File: src/sv/sft_pkg.sv
// Shared types, constants and codes for the sample frame transposer.
package sft_pkg;

  localparam int MAX_COLS    = 64;
  localparam int MAX_ROWS    = 64;
  localparam int STORE_DEPTH = MAX_COLS * MAX_ROWS;
  localparam int ADDR_W      = $clog2(STORE_DEPTH);
  localparam int COUNT_W     = $clog2(STORE_DEPTH + 1);
  localparam int DIM_W       = 7;
  localparam int COL_W       = $clog2(MAX_COLS);
  localparam int ROW_W       = $clog2(MAX_ROWS);
  localparam int WORD_W      = 16;
  localparam int CFG_IDX_W   = 3;
  localparam int CFG_DATA_W  = 7;

  // Depth of the op queue and of the result queue.
  localparam int QUEUE_DEPTH = 4;
  localparam int QPTR_W      = $clog2(QUEUE_DEPTH);
  localparam int QCNT_W      = $clog2(QUEUE_DEPTH + 1);

  localparam logic [CFG_IDX_W-1:0] REG_COLS         = 3'd0;
  localparam logic [CFG_IDX_W-1:0] REG_ROWS         = 3'd1;
  localparam logic [CFG_IDX_W-1:0] REG_NARROW_INPUT = 3'd2;
  localparam logic [CFG_IDX_W-1:0] REG_RESCALE      = 3'd3;
  localparam logic [CFG_IDX_W-1:0] REG_SWAP_BYTES   = 3'd4;

  typedef enum logic {
    CMD_LOAD  = 1'b0,
    CMD_FETCH = 1'b1
  } cmd_t;

  typedef enum logic [1:0] {
    ST_OK          = 2'd0,
    ST_EARLY_FETCH = 2'd1,
    ST_DROPPED     = 2'd2
  } status_t;

  typedef enum logic [1:0] {
    OP_WRITE = 2'd0,
    OP_READ  = 2'd1,
    OP_ERROR = 2'd2
  } op_kind_t;

  typedef struct packed {
    logic [DIM_W-1:0] cols;
    logic [DIM_W-1:0] rows;
    logic             narrow_input;
    logic             rescale;
    logic             swap_bytes;
  } cfg_t;

  typedef struct packed {
    op_kind_t          kind;
    logic [ADDR_W-1:0] addr;
    logic [WORD_W-1:0] data;
    logic              last;
    status_t           status;
  } op_t;

  typedef struct packed {
    logic [WORD_W-1:0] value;
    logic              last;
    status_t           status;
  } res_t;

endpackage

File: src/sv/sft_front.sv
// Front end: classifies each transaction, keeps the frame counters, builds store ops.
module sft_front (
  input  logic                       clk,
  input  logic                       rst,
  input  sft_pkg::cfg_t              cfg,
  input  logic                       accept,
  input  logic                       command,
  input  logic [sft_pkg::WORD_W-1:0] sample,
  output logic                       op_push,
  output sft_pkg::op_t               op
);
  import sft_pkg::*;

  logic [COUNT_W-1:0] load_count, load_count_next;
  logic [COL_W-1:0]   out_col, out_col_next;
  logic [ROW_W-1:0]   out_row, out_row_next;
  logic               frame_full, frame_full_next;

  logic [DIM_W-1:0]   ec, er;
  logic [COUNT_W-1:0] size;
  logic [COUNT_W-1:0] count_inc;
  logic [COUNT_W-1:0] rd_addr;
  logic [ROW_W:0]     row_inc;
  logic [COL_W:0]     col_inc;
  logic               room;
  logic [WORD_W-1:0]  conv;
  logic [7:0]         lo_byte;

  // Sizes saturated to 1..MAX.
  always_comb begin
    ec = cfg.cols;
    if (cfg.cols == '0) ec = DIM_W'(1);
    else if (cfg.cols > DIM_W'(MAX_COLS)) ec = DIM_W'(MAX_COLS);
    er = cfg.rows;
    if (cfg.rows == '0) er = DIM_W'(1);
    else if (cfg.rows > DIM_W'(MAX_ROWS)) er = DIM_W'(MAX_ROWS);
  end

  assign size    = COUNT_W'(ec) * COUNT_W'(er);
  assign rd_addr = COUNT_W'(out_row) * COUNT_W'(ec) + COUNT_W'(out_col);
  assign room    = load_count < COUNT_W'(STORE_DEPTH);
  assign count_inc = room ? load_count + COUNT_W'(1) : load_count;
  assign row_inc = {1'b0, out_row} + (ROW_W+1)'(1);
  assign col_inc = {1'b0, out_col} + (COL_W+1)'(1);

  // Sample conversion, applied as the sample is stored.
  always_comb begin
    lo_byte = sample[7:0];
    conv    = sample;
    if (cfg.narrow_input) begin
      conv = cfg.rescale ? {lo_byte, lo_byte} : {8'h00, lo_byte};
    end
    if (cfg.swap_bytes) conv = {conv[7:0], conv[15:8]};
  end

  always_comb begin
    load_count_next = load_count;
    out_col_next    = out_col;
    out_row_next    = out_row;
    frame_full_next = frame_full;
    op_push         = 1'b0;
    op.kind         = OP_ERROR;
    op.addr         = load_count[ADDR_W-1:0];
    op.data         = conv;
    op.last         = 1'b0;
    op.status       = ST_OK;
    if (accept) begin
      op_push = 1'b1;
      if (command == CMD_LOAD) begin
        if (frame_full) begin
          op.status = ST_DROPPED;
        end else begin
          op.kind = OP_WRITE;
          op_push = room;
          load_count_next = count_inc;
          if (count_inc >= size) frame_full_next = 1'b1;
        end
      end else begin
        if (!frame_full) begin
          op.status = ST_EARLY_FETCH;
        end else begin
          op.kind = OP_READ;
          op.addr = rd_addr[ADDR_W-1:0];
          out_row_next = row_inc[ROW_W-1:0];
          if (row_inc >= (ROW_W+1)'(er)) begin
            out_row_next = '0;
            out_col_next = col_inc[COL_W-1:0];
            if (col_inc >= (COL_W+1)'(ec)) begin
              op.last         = 1'b1;
              load_count_next = '0;
              out_col_next    = '0;
              frame_full_next = 1'b0;
            end
          end
        end
      end
    end
  end

  always_ff @(posedge clk) begin
    if (rst) begin
      load_count <= '0;
      out_col    <= '0;
      out_row    <= '0;
      frame_full <= 1'b0;
    end else begin
      load_count <= load_count_next;
      out_col    <= out_col_next;
      out_row    <= out_row_next;
      frame_full <= frame_full_next;
    end
  end

endmodule

File: config.mk
export PLATFORM = sky130hd
export DESIGN_NAME = sft_front
export DESIGN_NICKNAME = d
export VERILOG_FILES = /design/src/sv/sft_pkg.sv /design/src/sv/sft_front.sv
export SDC_FILE = /design/constraint.sdc
export NUM_CORES = 1
export LEC_CHECK = 0
export BUFFER_PORTS_ARGS = -buffer_cell sky130_fd_sc_hd__buf_2
export CAP_MARGIN = 5
export CORE_ASPECT_RATIO = 0.7
export CORE_MARGIN = 2
export CORE_UTILIZATION = 61
export CTS_BUF_LIST = sky130_fd_sc_hd__clkbuf_16
export CTS_CLUSTER_DIAMETER = 60
export DETAILED_ROUTE_END_ITERATION = 16
export PLACE_DENSITY = 0.89
export SYNTH_ARGS = -nofsm -noshare
export SYNTH_HDL_FRONTEND = slang
export SYNTH_SLANG_ARGS = --single-unit
export TNS_END_PERCENT = 1
File: constraint.sdc
create_clock -name clk -period 6.8 [get_ports clk]
set_input_delay 0.68 -clock clk [delete_from_list [all_inputs] [get_ports clk]]
set_output_delay 0.68 -clock clk [all_outputs]
set_load 0.05 [all_outputs]
==> impl_metrics.yaml <==
layout:
  regArea_sq_um: 520
  drive_gt1_share_pct: 12.2
  fillers: 690
  diodes: 0
  fin_nets: 917
  finalCoreUtilization_pct: 69.9
  syn2layout_area_growth_pct: 9.67
  fin_area_sq_mm: 0.00598
  multi_input_area_sq_mm: 0.00452
route:
  dr_total_vias: 5242
  final_antenna_net_count: 0
  avgRoutedWirePerCell_um: 17.1
  drt-initial-drc-count: 464
  drc_errors: 0
  first_pass_iters: 5
  viasPerCell: 6.10
  wl_um: 14700
yosys:
  synth_seq_cells: 26
  synth_cell_types: 53
  synth_top_family_by_area: "adder cells"
  netlist.area_leader.share_pct: 21.4
  async_reset_ff_share_pct: 0
  synth_fa_ha_area_share_pct: 38.3
  synth_xor_area_share_pct: 6.89
  synth-edff-count: 0
  synth-compound-area-share_pct: 15.0
  synth_area_leaders: "ha_1 21%, fa_1 17%, dfxtp_1 9.6%, nand2_1 6.1%, inv_1 5.2%"
  synth_area_per_cell_sq_um: 7.92
  synth.area.mux_share_pct: 0.597
  synth_most_common_cell: "ha_1"
  seq_area_frac_synth_pct: 9.55
  yosys.area_share.simple_pct: 22.1
  synth_warnings: 0
  netlist.top_cell.by_area: "ha_1"
  syn-num-nets: 864
  synth_cells: 688
  ys_top_cells_by_count: "93 x ha_1, 88 x nand2_1, 76 x inv_1, 65 x nor2_1, 46 x fa_1"
  syn-cell-area_sq_mm: 0.00545
  synth_top_flop_cell: "dfxtp_1"
setup_path:
  critPathMaxFanout: 7
  crit_start: "cfg[11]"
  startpoint_type: "input pin"
  reg2reg_depth: 9
  r2r_slack_ns: 3.61
  cp.required_ns: 6.12
  critPathCaptureType: "output pin"
  crit_type: "in2out"
  crit_end: "op[30]"
  crit_arrival_ns: 5.86
  r2r-end: "load_count[6]"
  rr_startpoint: "out_row[0]"
clock_tree:
  ctsHoldBuffers: 0
  clock_latency_ns: 0.27
  clk_pin_slew_worst_paths_ns: 0.07
  clock-sinks: 26
  h-tree-depth: 1
  numCtsBuffers: 3
  cts_setup_buffers: 0
  clk_path_buf_depth: 2
  cts_tree: "built"
  cts-root-buf: "clkbuf_16"
  cts_resized: 0
die:
  dieArea_sq_mm: 0.00972
  core_sq_mm: 0.00855
  start_util_pct: 63.7
  chipWidth_um: 117
  num_io_pins: 71
  rows: 28
  chipHeight_um: 83.1
grt:
  grt_overflow: 0
  grt_pass1_wl_um: 24300
  grt_usage_pct: 30.8
  grt_max_degree: 27
  grt_pass1_vias: 5297
  antenna_found_initial: 0
sta:
  min_period_over_period_pct: 96.2
  tightest_slew_ns: 0.902
  fin_crit_ns: 6.54
  max_slew_margin_pct: 39.7
  setup_viol: 0
  rsz0062_at_grt: "no"
  hold_viol: 0
  worst_slack_ns: 0.261
  fin_tns_setup_ns: 0
  fin_skew_ns: 0.00278
  clock.fmax_mhz: 153
  maxSlewViolCount: 0
pwr:
  p_leak_nw: 3.09
  vdd_ir_drop_max_uv: 82.4
  p_per_area_mw_per_mm2: 91.1
placed_design:
  placed_cell_area_sq_mm: 0.00587
  pre_cts_slack_ns: 0.285
  dp_hpwl_um: 11800
  io_buffers: 70
  gp_congestion: 0.948
min_path:
  min_path_type: "reg2reg"
run_status:
  status: "complete, no violations"
flow_run:
  drv_cap: 0
## power breakdown
part           leakage (nW)  internal (mW)  switching [mW]
logic                  2.82         0.0721           0.142
registers             0.209          0.153         0.00112
clock network        0.0511          0.117          0.0597
total                  3.09          0.342           0.202
## kinds of logic (layout without fill, tap and decap cells)
| logic type | after synthesis | after routing |
|---|---|---|
| mux | 3 | 3 |
| xor+xnor | 42 | 42 |
| flops | 26 | 26 |
| fa+ha+maj | 139 | 139 |
| buf+inv | 105 | 157 |
| simple gates | 255 | 255 |
| compound gates | 118 | 118 |
## layer usage
layer | vias up | part of all wire, % | global-route usage [%]
li1 | 2456 | - | -
met1 | 2486 | 40 | 38.7
met2 | 256 | 49 | 53.3
met3 | 44 | 8.5 | 5.99
met4 | 0 | 2.3 | 8.66
met5 | - | 0 | 0
## layout by cell type (no fill, tap or decap), types with 4 or more instances in the layout
master / Yosys / layout
xor2_1: 17 / 17
nand2b_1: 7 / 7
fa_1: 46 / 46
a211oi_1: 4 / 4
nor2b_1: 11 / 11
o31ai_1: 5 / 5
o21ai_1: 12 / 12
and4_1: 4 / 4
nand2_1: 88 / 88
buf_2: 3 / 70
ha_1: 93 / 93
a21oi_1: 24 / 24
a31oi_1: 4 / 4
o21ai_0: 24 / 24
xnor2_1: 24 / 24
o211ai_1: 4 / 4
and3_1: 7 / 7
dfxtp_1: 26 / 26
nand4_1: 5 / 5
o21a_1: 4 / 4
and2_1: 20 / 20
a32o_1: 22 / 22
inv_1: 76 / 76
nor2_1: 65 / 65
nor3_1: 12 / 12
nand3_1: 22 / 22
buf_4: 0 / 6
## area by class of cell
cell class / count / area share, %
clock inverter: 1 / 0.503
sequential: 26 / 8.71
clock buffer: 3 / 1.26
tap: 120 / 2.51
inverter: 77 / 4.84
multi-input combinational: 557 / 75.6
timing repair buffer: 76 / 6.62
## sequential cells by signal (all words and copies together), names as in the netlist
| signal | flops |
|---|---|
| frame_full | 1 |
| out_col | 6 |
| out_row | 6 |
| load_count | 13 |
## worst max-delay path: stages
cell and delay, ns:
buf_2 0.10, or4_1 0.51, nor2_1 0.10, o21ai_1 0.20, inv_1 0.15, nand2_1 0.09, fa_1 0.54, fa_1 0.52
fa_1 0.54, inv_1 0.05, fa_1 0.47, ha_1 0.32, o21ai_1 0.17, a21oi_1 0.11, o31ai_1 0.44, a31oi_1 0.19
xnor2_1 0.19, o21ai_0 0.17, buf_2 0.31
## metrics by stage
step,hold slack (ns),power [mW],instances
after floorplan,0.466,0.309,688
after global placement,0.490,0.357,856
after detailed placement,0.512,0.367,856
after CTS,0.524,0.542,860
after global routing,0.559,0.570,860
final,0.529,0.545,860
## worst min path at each step
stage | startpoint | endpoint | slack, ns | cells past startpoint
3_3_place_gp | out_col[1] | out_col[1] | 0.49 | 2
5_1_grt | out_col[1] | out_col[1] | 0.56 | 2
3_5_place_dp | out_col[1] | out_col[1] | 0.51 | 2
4_1_cts | out_col[1] | out_col[1] | 0.52 | 2
6_report | load_count[9] | load_count[9] | 0.53 | 2
2_1_floorplan | load_count[11] | load_count[11] | 0.47 | 2
(Power assumes the default switching activity.)
