[src/sv/sft_pkg.sv]
// Shared types, constants and codes for the sample frame transposer.
package sft_pkg;

  localparam int MAX_COLS    = 64;
  localparam int MAX_ROWS    = 64;
  localparam int STORE_DEPTH = MAX_COLS * MAX_ROWS;
  localparam int ADDR_W      = $clog2(STORE_DEPTH);
  localparam int COUNT_W     = $clog2(STORE_DEPTH + 1);
  localparam int DIM_W       = 7;
  localparam int COL_W       = $clog2(MAX_COLS);
  localparam int ROW_W       = $clog2(MAX_ROWS);
  localparam int WORD_W      = 16;
  localparam int CFG_IDX_W   = 3;
  localparam int CFG_DATA_W  = 7;

  // Depth of the op queue and of the result queue.
  localparam int QUEUE_DEPTH = 4;
  localparam int QPTR_W      = $clog2(QUEUE_DEPTH);
  localparam int QCNT_W      = $clog2(QUEUE_DEPTH + 1);

  localparam logic [CFG_IDX_W-1:0] REG_COLS         = 3'd0;
  localparam logic [CFG_IDX_W-1:0] REG_ROWS         = 3'd1;
  localparam logic [CFG_IDX_W-1:0] REG_NARROW_INPUT = 3'd2;
  localparam logic [CFG_IDX_W-1:0] REG_RESCALE      = 3'd3;
  localparam logic [CFG_IDX_W-1:0] REG_SWAP_BYTES   = 3'd4;

  typedef enum logic {
    CMD_LOAD  = 1'b0,
    CMD_FETCH = 1'b1
  } cmd_t;

  typedef enum logic [1:0] {
    ST_OK          = 2'd0,
    ST_EARLY_FETCH = 2'd1,
    ST_DROPPED     = 2'd2
  } status_t;

  typedef enum logic [1:0] {
    OP_WRITE = 2'd0,
    OP_READ  = 2'd1,
    OP_ERROR = 2'd2
  } op_kind_t;

  typedef struct packed {
    logic [DIM_W-1:0] cols;
    logic [DIM_W-1:0] rows;
    logic             narrow_input;
    logic             rescale;
    logic             swap_bytes;
  } cfg_t;

  typedef struct packed {
    op_kind_t          kind;
    logic [ADDR_W-1:0] addr;
    logic [WORD_W-1:0] data;
    logic              last;
    status_t           status;
  } op_t;

  typedef struct packed {
    logic [WORD_W-1:0] value;
    logic              last;
    status_t           status;
  } res_t;

endpackage

[src/sv/sft_op_queue.sv]
// Short queue of store ops between the front end and the back end.
module sft_op_queue (
  input  logic         clk,
  input  logic         rst,
  input  logic         push,
  input  sft_pkg::op_t push_op,
  output logic         full,
  input  logic         pop,
  output logic         valid,
  output sft_pkg::op_t head
);
  import sft_pkg::*;

  op_t               mem [QUEUE_DEPTH];
  logic [QPTR_W-1:0] wr_ptr, rd_ptr;
  logic [QCNT_W-1:0] count;
  logic              do_pop;

  assign full   = count == QCNT_W'(QUEUE_DEPTH);
  assign valid  = count != '0;
  assign head   = mem[rd_ptr];
  assign do_pop = pop && valid;

  always_ff @(posedge clk) begin
    if (push) mem[wr_ptr] <= push_op;
  end

  always_ff @(posedge clk) begin
    if (rst) begin
      wr_ptr <= '0;
      rd_ptr <= '0;
      count  <= '0;
    end else begin
      if (push)   wr_ptr <= wr_ptr + QPTR_W'(1);
      if (do_pop) rd_ptr <= rd_ptr + QPTR_W'(1);
      count <= count + QCNT_W'(push) - QCNT_W'(do_pop);
    end
  end

endmodule

[config.mk]
export PLATFORM = sky130hd
export DESIGN_NAME = sft_op_queue
export DESIGN_NICKNAME = d
export VERILOG_FILES = /design/src/sv/sft_pkg.sv /design/src/sv/sft_op_queue.sv
export SDC_FILE = /design/constraint.sdc
export NUM_CORES = 1
export LEC_CHECK = 0
export BUFFER_PORTS_ARGS = -buffer_cell sky130_fd_sc_hd__buf_2
export CORE_AREA = 5 5 152 154
export CTS_BUF_LIST = sky130_fd_sc_hd__clkbuf_4
export DETAILED_ROUTE_END_ITERATION = 10
export DIE_AREA = 0 0 157 159
export HOLD_SLACK_MARGIN = 0.06
export PLACE_DENSITY = 0.44
export SLEW_MARGIN = 20
export SYNTH_ARGS = -nofsm -noshare
export SYNTH_HDL_FRONTEND = slang
export SYNTH_SLANG_ARGS = --single-unit
export TNS_END_PERCENT = 5
[constraint.sdc]
create_clock -name clk -period 4.6 [get_ports clk]
set_input_delay 0.46 -clock clk [delete_from_list [all_inputs] [get_ports clk]]
set_output_delay 0.46 -clock clk [all_outputs]
set_load 0.01 [all_outputs]
==> flow_summary.toml, run 1 <==
[outcome]
status = "completed"

[floorplan]
start_util_pct = 24.52
die_width_um = 157
dieHeight_um = 159
coreArea_mm2 = 0.02155
rows = 54
io_pins = 72
die-area_mm2 = 0.02496

[synthesis]
netlist_area_mm2 = 0.005285
synth_edf_count = 132
ys.warnings.count = 0
synth_fp_nets = 263
yosysSeqAreaShare_pct = 78.41
ys_seq_elements = 141
synth_top_area_share_pct = 75.00
synthTopCellsByArea = "edfxtp_1 (75%), mux4_2 (13%), dfxtp_1 (3.4%)"
synthFlopType = "edfxtp_1"
ys_types = 22
syn_area_per_cell_um2 = 24.13
synthCells = 219
synth_top_cell_by_area = "edfxtp_1"
async_flop_share_pct = 0

[timing]
setup-tns-final_ns = 0
fmax_mhz = 323.8
fin_crit_sh_pct = 67.14
setup_viol = 0
slew_headroom_pct = 30.95
layout_setup_ws_ns = 1.511
min_period_ns = 3.089
worst_pin_slew_ns = 1.036
rsz0062_at_grt = "no"
hold_viol = 0
clock_skew_ns = 0.02147
maxSlewViolCount = 0

[layout]
fillerInstances = 2148
final_common_cell = "edfxtp_1"
nets = 354
stdcell_count = 603
post-route-util_pct = 29.11
area_growth_pct = 18.73
drive_gt1_share_pct = 43.34
final_cell_mix = "edfxtp_1 (132), buf_2 (71), mux4_2 (30), clkbuf_4 (20), dlygate4sd3_1 (9)"
diodes = 0

[routing]
vias = 2419
ant_nets = 0
wirelength_mm = 10.55
dr_wl_met2_mm = 5.031
top_layer = "met4"
drt_pass1_iterations = 4
wl_met3_um = 650
drtIter0Drc = 112
met1_length_mm = 4.658
wire_per_inst_um = 17.50
drc = 0
viasPerCell = 4.012

[placement]
portBuffers = 71
dp.cells = 562
place.gp.congestion = 0.6140
place_ws_ns = 1.952
place_hpwl_mm = 6.179

[job]
drv_cap = 0

[power_and_ir_drop]
power_density_mw_per_mm2 = 458.1
p_total_w = 0.002874
vdd.ir_drop.worst_mv = 0.1668
p_leak_nw = 2.094

[global_routing]
grt_max_degree = 34
gr-total-overflow = 0
antenna_found_initial = 0
grt_pass1_wl_mm = 16.20
grt_pass1_vias = 2695
gr-usage-all-layers_pct = 9.003

[clocking]
cts-resized-gates = 0
cts_htree_levels = 4
cts_tree = "yes"
postCtsSetupBuffers = 0
clockRootBuffer = "clkbuf_4"
numCtsBuffers = 17
clock_latency_ns = 0.52
cts_buffer_depth = 2
clkTransAtPathRegs_ns = 0.12
clock-sinks = 141

[setup_path]
cp_data_required_time_ns = 4.14
critPathCaptureType = "output port"
critPathKind = "reg2out"
worst-r2r-cell-count = 7
cp_max_fo = 22
r2r_slack_ns = 2.68
reg2reg_from = "count[1]"
arrival_ns = 2.63
start_kind = "register"
regToRegEndpoint = "count[2]"

[worst_hold_path]
holdPathStages = 1
hp-class = "in2reg"
hp-start = "push_op[18]"
min_to = "mem[0][18]"
-- worst max path at each step --
stage / startpoint / end / slack, ns / cells after the start
2_1_floorplan: count[1] / count[2] / 2.77 / 7
3_3_place_gp: register / head[5] / 1.97 / 3
3_5_place_dp: register / head[8] / 1.95 / 3
4_1_cts: register / head[21] / 1.29 / 3
5_1_grt: register / head[5] / 1.20 / 3
6_report: register / head[21] / 1.51 / 3
-- critical path, stage by stage (launching register included) --
cell	delay, ns
dfxtp_2	0.92
buf_4	0.44
mux4_2	0.57
buf_2	0.16
-- synthesized netlist by cell type, types with 2 or more instances --
master / instances
edfxtp_1: 132
mux4_2: 30
dfxtp_1: 9
ha_1: 6
inv_1: 6
nor2_1: 5
and2_1: 4
nor2b_1: 4
buf_12: 3
buf_2: 3
mux2_2: 3
mux4_1: 3
clkbuf_1: 2
-- metal layers --
layer	vias up	global-route usage [%]
met1	1243	11.08
met2	63	13.86
met5	-	0
li1	1099	-
met4	0	3.787
met3	14	3.860
-- power breakdown --
part / leakage, nW / switching [W] / total (W) / internal, W
Combinational: 0.660 / 0.000237 / 0.000532 / 0.000295
Sequential: 1.29 / 0.0000901 / 0.00157 / 0.00148
Clock: 0.146 / 0.000431 / 0.000769 / 0.000338
Total: 2.09 / 0.000759 / 0.00287 / 0.00212
-- repair_timing --
| item | CTS | global route |
|---|---|---|
| endpoints found under the setup margin | 0 | 0 |
| hold buffers | 2 | 7 |
| hold endpoints to repair | 7 | 27 |
-- cells by family (layout without fill, tap and decap cells) --
logic type | after synthesis | after routing | synth area share [%]
adder cells (fa/ha/maj) | 7 | 7 | 1.799
flip-flops | 141 | 141 | 78.41
XOR/XNOR | 2 | 2 | 0.6155
multiplexers | 37 | 37 | 15.10
buffers and inverters | 15 | 119 | 2.202
AO/OA/AOI/OAI | 2 | 2 | 0.3315
AND/OR/NAND/NOR | 15 | 15 | 1.539
-- flip-flops by register name, summed over array words and instances, names as in the netlist, named ones only --
signal  cells
wr_ptr      2
rd_ptr      2
mem       132
count       3
-- per-stage QoR --
| stage | hold WS, ns | instance area, um^2 |
|---|---|---|
| floorplan | 0.5136 | 5285 |
| global placement | 0.5357 | 5912 |
| detailed placement | 0.5571 | 5912 |
| CTS | 0.06067 | 6205 |
| global route | 0.06097 | 6275 |
| finish | 0.1433 | 6275 |
-- final cells by class --
class                   instances  area [um^2]  area share, %
clock buffers                  20        150.1          2.393
clock inverters                12        122.6          1.954
inverters                       6        22.52         0.3589
multi-input cells              63         1030          16.41
flip-flops and latches        141         4146          66.08
well taps                     280        350.3          5.583
repair buffers                 81        452.9          7.218
No activity file was read; power rests on OpenSTA's default activity.
==> run 2, diff against run 1 <==
ABC_AREA = 1   (was default)
CORE_AREA = 5 5 153 155   (was 5 5 152 154)
DIE_AREA = 0 0 158 160   (was 0 0 157 159)
clock period = 2.9 ns   (was 4.6 ns; I/O delays follow)
==> flow_summary.toml, run 2 <==
[outcome]
status = "completed"

[timing]
setup-tns-final_ns = 0
clock_skew_ns = 0.01207
rsz0062_at_grt = "no"
min_period_ns = 2.456
maxSlewViolCount = 0
layout_setup_ws_ns = 0.4443
hold_viol = 0
setup_viol = 0
worst_pin_slew_ns = 0.8843
slew_headroom_pct = 40.96
fin_crit_sh_pct = 84.68
fmax_mhz = 407.2

[floorplan]
io_pins = 72
die_width_um = 158
dieHeight_um = 160
rows = 54
die-area_mm2 = 0.02528
coreArea_mm2 = 0.02169
start_util_pct = 24.82

[setup_path]
crit_slowest_cell = "dfxtp_2"
critPathKind = "reg2out"
path_cells = "inv_4 > o21ai_0 > o22ai_1 > buf_2"
r2r_slack_ns = 1.10
setup.worst_path.end = "head[24]"
cp_data_required_time_ns = 2.61
regToRegEndpoint = "count[2]"
reg2reg_from = "count[1]"
critPathBufInv = 2
cp_max_fo = 34
worst-r2r-cell-count = 9
start_kind = "register"
critPathCaptureType = "output port"
arrival_ns = 2.17
cpPeakStageDelay_ns = 0.83
path_depth = 4
crit_family = "flip-flops"

[clocking]
numCtsBuffers = 17
cts_tree = "yes"
clockRootBuffer = "clkbuf_4"
clkTransAtPathRegs_ns = 0.11
cts_htree_levels = 4
cts_buffer_depth = 2
clock_latency_ns = 0.52
clock-sinks = 141

[layout]
post-route-util_pct = 30.52
reg_top3 = "mem (132), count (3)"
area_growth_pct = 22.94
final_area_mm2 = 0.006619
ff_latch_area_mm2 = 0.004146
final_common_cell = "edfxtp_1"
multiInputGateArea_mm2 = 0.001007
final_cell_mix = "edfxtp_1 (132), nor2_1 (74), buf_2 (71), o21ai_0 (50), dlygate4sd3_1 (36)"
nets = 535
drive_gt1_share_pct = 22.47
diodes = 0
top_register = "mem"
largest_register_ffs = 132
fillerInstances = 2188

[synthesis]
synth_top_cell_by_area = "edfxtp_1"
synth_most_common_cell = "edfxtp_1"
yosysSeqAreaShare_pct = 76.97
syn_area_per_cell_um2 = 14.13
netlist_area_mm2 = 0.005384
synthFlopType = "edfxtp_1"
synth_top_area_share_pct = 73.62
ys_types = 19
synth_commonest_cells = "edfxtp_1 (132), nor2_1 (74), o21ai_0 (50), o22ai_1 (33), o21ai_1 (18)"
ys_seq_elements = 141
synth_edf_count = 132
ys.warnings.count = 0
synthCells = 381
synthTopCellsByArea = "edfxtp_1 (74%), nor2_1 (5.2%), o21ai_0 (4.6%)"
synth_fp_nets = 425
async_flop_share_pct = 0

[routing]
viasPerCell = 4.215
wire_per_inst_um = 15.62
drc = 0
drt_pass1_iterations = 4
ant_nets = 0
wirelength_mm = 12.23
vias = 3300
drtIter0Drc = 116

[placement]
place_hpwl_mm = 7.190
portBuffers = 71
place.gp.congestion = 0.6751
place_ws_ns = 0.7668
placed_area_mm2 = 0.005957

[job]
drv_cap = 0

[power_and_ir_drop]
p_leak_nw = 2.346
p_total_w = 0.004833
power_density_mw_per_mm2 = 730.1
vdd.ir_drop.worst_mv = 0.2356

[global_routing]
grt_pass1_vias = 3468
grt_pass1_wl_mm = 18.90
gr-total-overflow = 0
gr-usage-all-layers_pct = 9.953
antenna_found_initial = 0
grt_max_degree = 67

[worst_hold_path]
hp-class = "in2reg"
run 2: cell types whose count changed after synthesis, sizes merged, moves of 3 or more:
cell,previous run,this run
a21oi,0,5
and2,4,0
buf,7,17
inv,6,18
mux2,3,0
mux4,33,0
nand2,0,12
nor2,5,74
nor2b,4,0
o21ai,0,68
o22ai,0,33
run 2: cell type report:
cell class | count | area share (%)
Timing Repair Buffer | 111 | 11.27
Clock inverter | 14 | 2.590
Tap cell | 280 | 5.293
Multi-Input combinational cell | 202 | 15.22
Clock buffer | 17 | 1.928
Inverter | 18 | 1.059
Sequential cell | 141 | 62.65
run 2: per-stage QoR:
stage / std cells / hold slack, ns
floorplan: 381 / 0.3612
global placement: 716 / 0.4630
detailed placement: 716 / 0.4729
CTS: 783 / 0.4254
global route: 783 / 0.4253
finish: 783 / 0.4794
run 2: per-layer routing:
metal,GRT usage (%),vias to the layer above,routed length [um]
met3,3.275,10,598
li1,-,1627,-
met2,17.20,69,6308
met4,2.443,0,95
met1,11.95,1594,5224
met5,0,-,0
run 2: tightest hold or removal path, delay by kind of cell:
kind / cells / cell delay (ns)
buffers and inverters: 2 / 0.64
AND/OR/NAND/NOR: 1 / 0.04
run 2: logic make-up (layout without fill, tap and decap cells):
| group | after synthesis | in the layout | synth area share [%] |
|---|---|---|---|
| compound gates | 107 | 107 | 10.76 |
| simple gates | 88 | 88 | 6.182 |
| flops | 141 | 141 | 76.97 |
| buf+inv | 38 | 160 | 4.323 |
| fa+ha+maj | 7 | 7 | 1.766 |
run 2: power breakdown:
| part | switching (W) | internal [W] | total, W |
|---|---|---|---|
| registers | 0.0000587 | 0.00234 | 0.00240 |
| clock network | 0.000702 | 0.000595 | 0.00130 |
| logic | 0.000733 | 0.000403 | 0.00114 |
| total | 0.00149 | 0.00334 | 0.00483 |
run 2: how the worst min path moves through the flow:
stage                 to  cells after the start  slack (ns)       from
3_5_place_dp   rd_ptr[0]                      2        0.47  rd_ptr[0]
3_3_place_gp   rd_ptr[0]                      2        0.46  rd_ptr[0]
5_1_grt         count[1]                      3        0.43        rst
2_1_floorplan   count[0]                      1        0.36        rst
6_report        count[1]                      3        0.48        rst
4_1_cts         count[1]                      3        0.43        rst
run 2: repair_timing:
| action | in CTS | in global routing |
|---|---|---|
| gates resized for setup | 0 | 2 |
| buffers inserted | 0 | 0 |
| hold buffers | 36 | 0 |
| setup endpoints to repair | 0 | 2 |
| endpoints found under the hold margin | 137 | 0 |
